--- src/hw/rtl/rtpc_pkg.sv ---
package rtpc_pkg;

  localparam int unsigned CFG_INDEX_W = 1;
  localparam int unsigned CFG_DATA_W  = 7;

  localparam logic [CFG_INDEX_W-1:0] CFG_MAC_HDR_LEN = 1'd0;
  localparam logic [CFG_INDEX_W-1:0] CFG_STEER_EN    = 1'd1;

  localparam logic [6:0]  MAC_HDR_LEN_RST = 7'd14;
  localparam logic [15:0] ETHERTYPE_IPV4  = 16'h0800;
  localparam logic [7:0]  PROTO_UDP       = 8'd17;
  localparam logic [1:0]  RTP_VERSION     = 2'b10;
  localparam logic [7:0]  RTCP_SR_TYPE    = 8'd200;
  localparam logic [15:0] MIN_PORT        = 16'd1024;
  localparam logic [15:0] PORT_EVEN_MASK  = 16'hfffe;
  localparam logic [8:0]  MIN_UDP_TAIL    = 9'd20;

  typedef struct packed {
    logic [7:0] data_byte;
    logic       last_byte;
  } in_word_t;

  typedef struct packed {
    logic        keep;
    logic        hash_valid;
    logic [31:0] flow_hash;
  } out_word_t;

  typedef struct packed {
    logic [7:0]  byte_pos;
    logic [7:0]  udp_offset;
    logic [15:0] ether_type;
    logic [7:0]  ip_protocol;
    logic [31:0] src_addr;
    logic [31:0] dst_addr;
    logic [15:0] src_port;
    logic [15:0] dst_port;
    logic [7:0]  rtp_byte0;
    logic [7:0]  rtp_byte1;
  } frame_t;

  function automatic logic codec_allowed(input logic [7:0] pt);
    logic ok;
    ok = (pt < 8'd19) || (pt > 8'd95);
    case (pt) inside
      8'd25, 8'd26, 8'd28, [8'd31:8'd34]: ok = 1'b1;
      default: ;
    endcase
    return ok;
  endfunction

endpackage

--- src/hw/rtl/rtpc_check.sv ---
module rtpc_check import rtpc_pkg::*; (
  input  frame_t    frame,
  input  logic      steer_en,
  output out_word_t result
);

  logic [8:0] frame_len;
  logic [8:0] min_len;
  logic       sport_odd;
  logic       dport_odd;
  logic       keep;

  always_comb begin
    frame_len = {1'b0, frame.byte_pos} + 9'd1;
    min_len   = {1'b0, frame.udp_offset} + MIN_UDP_TAIL;
    sport_odd = frame.src_port[0];
    dport_odd = frame.dst_port[0];
    keep = 1'b1;
    if (frame.ether_type != ETHERTYPE_IPV4) keep = 1'b0;
    if (frame_len < min_len) keep = 1'b0;
    if (frame.ip_protocol != PROTO_UDP) keep = 1'b0;
    if (frame.rtp_byte0[7:6] != RTP_VERSION) keep = 1'b0;
    if (frame.src_port < MIN_PORT || frame.dst_port < MIN_PORT) keep = 1'b0;
    if (sport_odd && dport_odd) begin
      if (frame.rtp_byte1 != RTCP_SR_TYPE) keep = 1'b0;
    end else if (!sport_odd && !dport_odd) begin
      if (!codec_allowed(frame.rtp_byte1)) keep = 1'b0;
    end
    result.keep       = keep;
    result.hash_valid = keep && steer_en;
    if (keep && steer_en) begin
      result.flow_hash = frame.src_addr ^ frame.dst_addr ^
                         {frame.src_port & PORT_EVEN_MASK, frame.dst_port & PORT_EVEN_MASK};
    end else begin
      result.flow_hash = 32'd0;
    end
  end

endmodule

--- src/hw/rtl/rtp_packet_classifier.sv ---
// rtp/rtcp classifier for ethernet frames carrying ipv4 and udp
//
// input channel: one frame byte per word (in_valid / in_stall / in_data),
// last_byte marks the final byte; a new byte can be taken every cycle unless in_stall is high
// output channel: one result word per frame (out_valid / out_stall / out_data)
// carrying keep, hash_valid and flow_hash
// result: registered, shown in the cycle after the last byte is taken
// throughput: one byte per cycle while in_stall is low, set by the single capture stage feeding
// the result register
// stall: a held result only blocks a last byte; other bytes keep flowing
// config: cfg_we writes mac_header_length (index 0) or steer_enable (index 1);
// the user must write only while no frame is in flight; the block does not enforce it
// reset: rst_n (synchronous, active low) clears the capture state and out_valid,
// and sets mac_header_length to 14, steer_enable to 0
module rtp_packet_classifier import rtpc_pkg::*; (
  input  logic                   clk,
  input  logic                   rst_n,
  input  logic                   in_valid,
  output logic                   in_stall,
  input  in_word_t               in_data,
  output logic                   out_valid,
  input  logic                   out_stall,
  output out_word_t              out_data,
  input  logic                   cfg_we,
  input  logic [CFG_INDEX_W-1:0] cfg_index,
  input  logic [CFG_DATA_W-1:0]  cfg_wdata
);

  logic [6:0]  mac_len_r;
  logic        steer_en_r;

  logic [7:0]  pos_r;
  logic [15:0] ether_type_r;
  logic [3:0]  ihl_r;
  logic [7:0]  proto_r;
  logic [31:0] saddr_r;
  logic [31:0] daddr_r;
  logic [15:0] sport_r;
  logic [15:0] dport_r;
  logic [7:0]  rtp0_r;
  logic [7:0]  rtp1_r;

  logic [7:0]  pos_nxt;
  logic [15:0] ether_type_nxt;
  logic [3:0]  ihl_nxt;
  logic [7:0]  proto_nxt;
  logic [31:0] saddr_nxt;
  logic [31:0] daddr_nxt;
  logic [15:0] sport_nxt;
  logic [15:0] dport_nxt;
  logic [7:0]  rtp0_nxt;
  logic [7:0]  rtp1_nxt;

  logic        out_valid_r;
  out_word_t   out_data_r;

  logic [8:0]  pos9;
  logic [8:0]  m9;
  logic [8:0]  u9;
  logic [7:0]  b;
  logic        in_accept;
  frame_t      frame;
  out_word_t   result;

  assign in_stall  = out_valid_r && out_stall && in_data.last_byte;
  assign in_accept = in_valid && !in_stall;
  assign out_valid = out_valid_r;
  assign out_data  = out_data_r;

  // field capture for the current byte
  always_comb begin
    b    = in_data.data_byte;
    pos9 = {1'b0, pos_r};
    m9   = {2'b00, mac_len_r};
    ether_type_nxt = ether_type_r;
    proto_nxt      = proto_r;
    saddr_nxt      = saddr_r;
    daddr_nxt      = daddr_r;
    sport_nxt      = sport_r;
    dport_nxt      = dport_r;
    rtp0_nxt       = rtp0_r;
    rtp1_nxt       = rtp1_r;
    if (pos9 == 9'd12) ether_type_nxt[15:8] = b;
    if (pos9 == 9'd13) ether_type_nxt[7:0] = b;
    ihl_nxt = (pos9 == m9) ? b[3:0] : ihl_r;
    if (pos9 == m9 + 9'd9) proto_nxt = b;
    if (pos9 >= m9 + 9'd12 && pos9 <= m9 + 9'd15) saddr_nxt = {saddr_r[23:0], b};
    if (pos9 >= m9 + 9'd16 && pos9 <= m9 + 9'd19) daddr_nxt = {daddr_r[23:0], b};
    u9 = m9 + {3'b000, ihl_nxt, 2'b00};
    if (pos9 == u9) sport_nxt[15:8] = b;
    if (pos9 == u9 + 9'd1) sport_nxt[7:0] = b;
    if (pos9 == u9 + 9'd2) dport_nxt[15:8] = b;
    if (pos9 == u9 + 9'd3) dport_nxt[7:0] = b;
    if (pos9 == u9 + 9'd8) rtp0_nxt = b;
    if (pos9 == u9 + 9'd9) rtp1_nxt = b;
    pos_nxt = (pos_r == 8'hff) ? pos_r : pos_r + 8'd1;

    frame.byte_pos    = pos_r;
    frame.udp_offset  = u9[7:0];
    frame.ether_type  = ether_type_nxt;
    frame.ip_protocol = proto_nxt;
    frame.src_addr    = saddr_nxt;
    frame.dst_addr    = daddr_nxt;
    frame.src_port    = sport_nxt;
    frame.dst_port    = dport_nxt;
    frame.rtp_byte0   = rtp0_nxt;
    frame.rtp_byte1   = rtp1_nxt;
  end

  rtpc_check u_check (
    .frame    (frame),
    .steer_en (steer_en_r),
    .result   (result)
  );

  always_ff @(posedge clk) begin
    if (!rst_n) begin
      mac_len_r  <= MAC_HDR_LEN_RST;
      steer_en_r <= 1'b0;
    end else if (cfg_we) begin
      case (cfg_index)
        CFG_MAC_HDR_LEN: mac_len_r  <= cfg_wdata;
        CFG_STEER_EN:    steer_en_r <= cfg_wdata[0];
        default: ;
      endcase
    end
  end

  always_ff @(posedge clk) begin
    if (!rst_n || (in_accept && in_data.last_byte)) begin
      pos_r        <= '0;
      ether_type_r <= '0;
      ihl_r        <= '0;
      proto_r      <= '0;
      saddr_r      <= '0;
      daddr_r      <= '0;
      sport_r      <= '0;
      dport_r      <= '0;
      rtp0_r       <= '0;
      rtp1_r       <= '0;
    end else if (in_accept) begin
      pos_r        <= pos_nxt;
      ether_type_r <= ether_type_nxt;
      ihl_r        <= ihl_nxt;
      proto_r      <= proto_nxt;
      saddr_r      <= saddr_nxt;
      daddr_r      <= daddr_nxt;
      sport_r      <= sport_nxt;
      dport_r      <= dport_nxt;
      rtp0_r       <= rtp0_nxt;
      rtp1_r       <= rtp1_nxt;
    end
  end

  always_ff @(posedge clk) begin
    if (!rst_n) begin
      out_valid_r <= 1'b0;
    end else if (in_accept && in_data.last_byte) begin
      out_valid_r <= 1'b1;
    end else if (!out_stall) begin
      out_valid_r <= 1'b0;
    end
  end

  always_ff @(posedge clk) begin
    if (in_accept && in_data.last_byte) begin
      out_data_r <= result;
    end
  end

  a_last_gives_word: assert property (@(posedge clk) disable iff (!rst_n)
    in_accept && in_data.last_byte |=> out_valid_r)
    else $error("last byte accepted without a result word");

  a_frame_restart: assert property (@(posedge clk) disable iff (!rst_n)
    in_accept && in_data.last_byte |=> pos_r == 8'd0)
    else $error("byte position not cleared after last byte");

  a_hash_zero: assert property (@(posedge clk) disable iff (!rst_n)
    out_valid_r && !out_data_r.hash_valid |-> out_data_r.flow_hash == 32'd0)
    else $error("flow hash nonzero without hash_valid");

  a_hash_needs_keep: assert property (@(posedge clk) disable iff (!rst_n)
    in_accept && in_data.last_byte && !steer_en_r |=> !out_data_r.hash_valid)
    else $error("hash reported with steering off");

endmodule
--- config.mk ---
export PLATFORM = sky130hd
export DESIGN_NAME = rtp_packet_classifier
export DESIGN_NICKNAME = d
export VERILOG_FILES = /design/src/hw/rtl/rtpc_pkg.sv /design/src/hw/rtl/rtpc_check.sv /design/src/hw/rtl/rtp_packet_classifier.sv
export SDC_FILE = /design/constraint.sdc
export NUM_CORES = 1
export LEC_CHECK = 0
export ABC_AREA = 1
export BUFFER_PORTS_ARGS = -buffer_cell sky130_fd_sc_hd__buf_2
export CAP_MARGIN = 20
export CORE_UTILIZATION = 68
export CTS_CLUSTER_DIAMETER = 200
export CTS_CLUSTER_SIZE = 12
export DETAILED_ROUTE_END_ITERATION = 7
export PLACE_DENSITY = 0.93
export REMOVE_ABC_BUFFERS = 1
export SETUP_SLACK_MARGIN = 0.2
export SLEW_MARGIN = 10
export SYNTH_ARGS = -nofsm -noshare
export SYNTH_HDL_FRONTEND = slang
export SYNTH_HIERARCHICAL = 1
export SYNTH_SLANG_ARGS = --single-unit
--- constraint.sdc ---
create_clock -name clk -period 14.8 [get_ports clk]
set_clock_uncertainty 0.15 [all_clocks]
set_input_delay 2.96 -clock clk [delete_from_list [all_inputs] [get_ports clk]]
set_output_delay 2.96 -clock clk [all_outputs]
set_load 0.05 [all_outputs]
==> key figures <==
Setup path
  – Critical path launch point type: primary input
  – Arrival time at the worst endpoint: 7910 ps
  – Crit path kind: in2reg
  – Reg2reg setup slack: 7830 ps
  – Worst Path Max Fanout: 33
  – FF-to-FF path depth: 31
  – Reg2Reg Capture Point: out_data[25]$_DFFE_PP_
  – Endpoint kind of the worst setup timing path: register
  – Critical Path RT: 14910 ps
  – Reg2reg start: mac_len_r[1]$_SDFFE_PN1P_

Finish
  – ANT cells: 0
  – Nets: 2017
  – Fillers: 1409
  – Multi-input combinational cell area: 7210 um2
  – Core Util, Final: 74.4%
  – Fraction of layout cells with a size suffix above 1: 7.29%
  – FF+latch area: 4040 um2
  – Area growth syn-to-layout: 6.99%

Run status
  – Outcome: finished, violations left
  – Failing checks: DRC

Clock network
  – Worst skew pair latency: 450 ps
  – Post-CTS resize count: 0
  – CTS tree: done
  – CTS max path bufs: 2
  – Hold_buf cts: 0
  – Setup Fix Bufs, Post-CTS: 0
  – Worst-path clk slew: 70 ps
  – CTS sink cnt: 185
  – # H-tree levels: 4
  – TritonCTS Buffers: 17
  – CTS root buffer: clkbuf_16

STA
  – Final min period: 7800 ps
  – Final Hold Fails: 0
  – Min Hold Slack: 362 ps
  – RSZ-0062 raised after global routing: no
  – Period utilization: 52.7%
  – Max_slew headroom: 34.2%
  – Max Clk Rate: 128 MHz
  – Setup TNS: 0 ps
  – # setup viols final: 0
  – Worst slew pin tran: 987 ps
  – Max Slew Vio Count: 0
  – Setup ws final: 7000 ps

Drt
  – Routed wire per std cell: 15.8 um
  – Iter 0 DRT Violations: 1406
  – # DRC: 2
  – Vias per std cell: 5.74
  – Routed wire length: 34.4 mm
  – Pre-Repair DR Iteration Count: 8
  – Via Count: 12500
  – Detail Route Antenna Nets: 0

Hold path
  – Hold EP: ihl_r[1]$_SDFFE_PP0P_
  – Hold depth: 2
  – Worst min path class: reg2reg
  – HP Start: ihl_r[1]$_SDFFE_PP0P_

Flow run
  – Max-cap viol count: 0

Global routing
  – M2 GR Usage: 60.2%
  – GRT busiest layer: met2
  – Pin count of the biggest net entering global routing: 98
  – Total global routing overflow: 0
  – All-layer global routing usage: 37.3%
  – Grt met1 use: 47.7%
  – Vias in the first global route: 11200
  – First-pass GRT wire length: 54.7 mm
  – Initial antenna violation count: 0
  – Grt met3 use: 8.28%

Synth
  – Average footprint of a synthesized cell: 6.48 um2
  – Yosys warns: 6
  – Mapped Cells: 1933
  – Post-synthesis cell area: 12500 um2

Die
  – Die Area: 19000 um2
  – Die width: 138 um
  – Core Region: 18000 um2
  – Die Y-Extent: 138 um
  – I/O pin count: 58
  – Cell row count: 49
  – Starting density of the core: 69.5%

Power and ir drop
  – Final Power: 1310 uW
  – Pleak: 0.00721 uW
  – Pwr Density: 97.5 nW/um2
  – VDD IR-drop max: 0.0000984 V

Placement
  – Placement Setup Slack: 6910 ps
  – Port-buffer cells: 57
  – RePlAce Congestion: 0.974
  – HPWL after DPL: 22.8 mm
## metrics by stage
stage | cell area [um2] | instances
6_report | 13400 | 2178
5_1_grt | 13400 | 2178
4_1_cts | 13400 | 2176
3_5_place_dp | 12800 | 2144
3_3_place_gp | 12800 | 2144
2_1_floorplan | 12200 | 1848
## critical path, cell delays in order
cell     delay (ps)
buf_2           340
inv_1           100
o21ai_0         240
ha_1            270
inv_1            70
fa_1            380
inv_1            90
nand2_1          70
nand2_1         320
ha_1            320
inv_1           110
nor2_1          260
inv_1            90
nand3_1         100
nand2_1          60
nor2_1          460
nand3_4         220
nand2_1         140
nand2_1          70
nand2_1          70
nor2_1           50
nor2_1          110
nand2_1          80
nor2_2          150
nand3_4         490
nor2_1          290
## worst max-delay path by stage
stage / startpoint / endpoint / slack (ps) / cells past startpoint
after global routing: in_data[1] / out_data[25]$_DFFE_PP_ / 6580 / 26
after detailed placement: in_data[1] / out_data[22]$_DFFE_PP_ / 6910 / 26
after CTS: in_data[1] / out_data[25]$_DFFE_PP_ / 7200 / 26
final: in_data[1] / out_data[25]$_DFFE_PP_ / 7000 / 26
after floorplan: out_stall / ihl_r[1]$_SDFFE_PP0P_ / 3980 / 10
after global placement: in_data[1] / out_data[29]$_DFFE_PP_ / 7140 / 25
## layer usage
layer  wire length, um  vias to the layer above  part of all wire (%)
li1                  -                     6109                     -
met1             14000                     5653                    41
met2             15700                      641                    46
met3              3470                       99                    10
met4              1240                        0                   3.6
met5                 0                        -                     0
## final cells by class
| cell class | count | share of cell area, % |
|---|---|---|
| multi-input cells | 1420 | 53.8 |
| flip-flops and latches | 185 | 30.2 |
| inverters | 243 | 6.84 |
| clock buffers | 18 | 3.28 |
| repair buffers | 69 | 2.80 |
| well taps | 229 | 2.14 |
| clock inverters | 14 | 0.952 |
## power by group
part           internal, uW  switching [uW]  total [uW]
Combinational          91.8             204         296
Sequential              538            19.6         558
Clock                   227             227         454
## cells in the final DEF, fill, tap and decap left out, types with 48 or more instances in the layout
cell type / instances
ha_1: 58
xnor2_1: 48
o21ai_0: 118
a21oi_1: 54
nor2_1: 320
xor2_1: 49
inv_1: 240
nand3_1: 192
buf_2: 57
nand2_1: 467
dfxtp_1: 151
## state kept, by name (all words and copies together) (netlist names)
name          flops
out_data         34
daddr_r          32
saddr_r          32
dport_r          16
ether_type_r     16
sport_r          16
pos_r             8
proto_r           8
rtp1_r            8
mac_len_r         7
ihl_r             4
rtp0_r            2
out_valid         1
steer_en_r        1
Note: power is estimated with default switching activity, not from simulation.
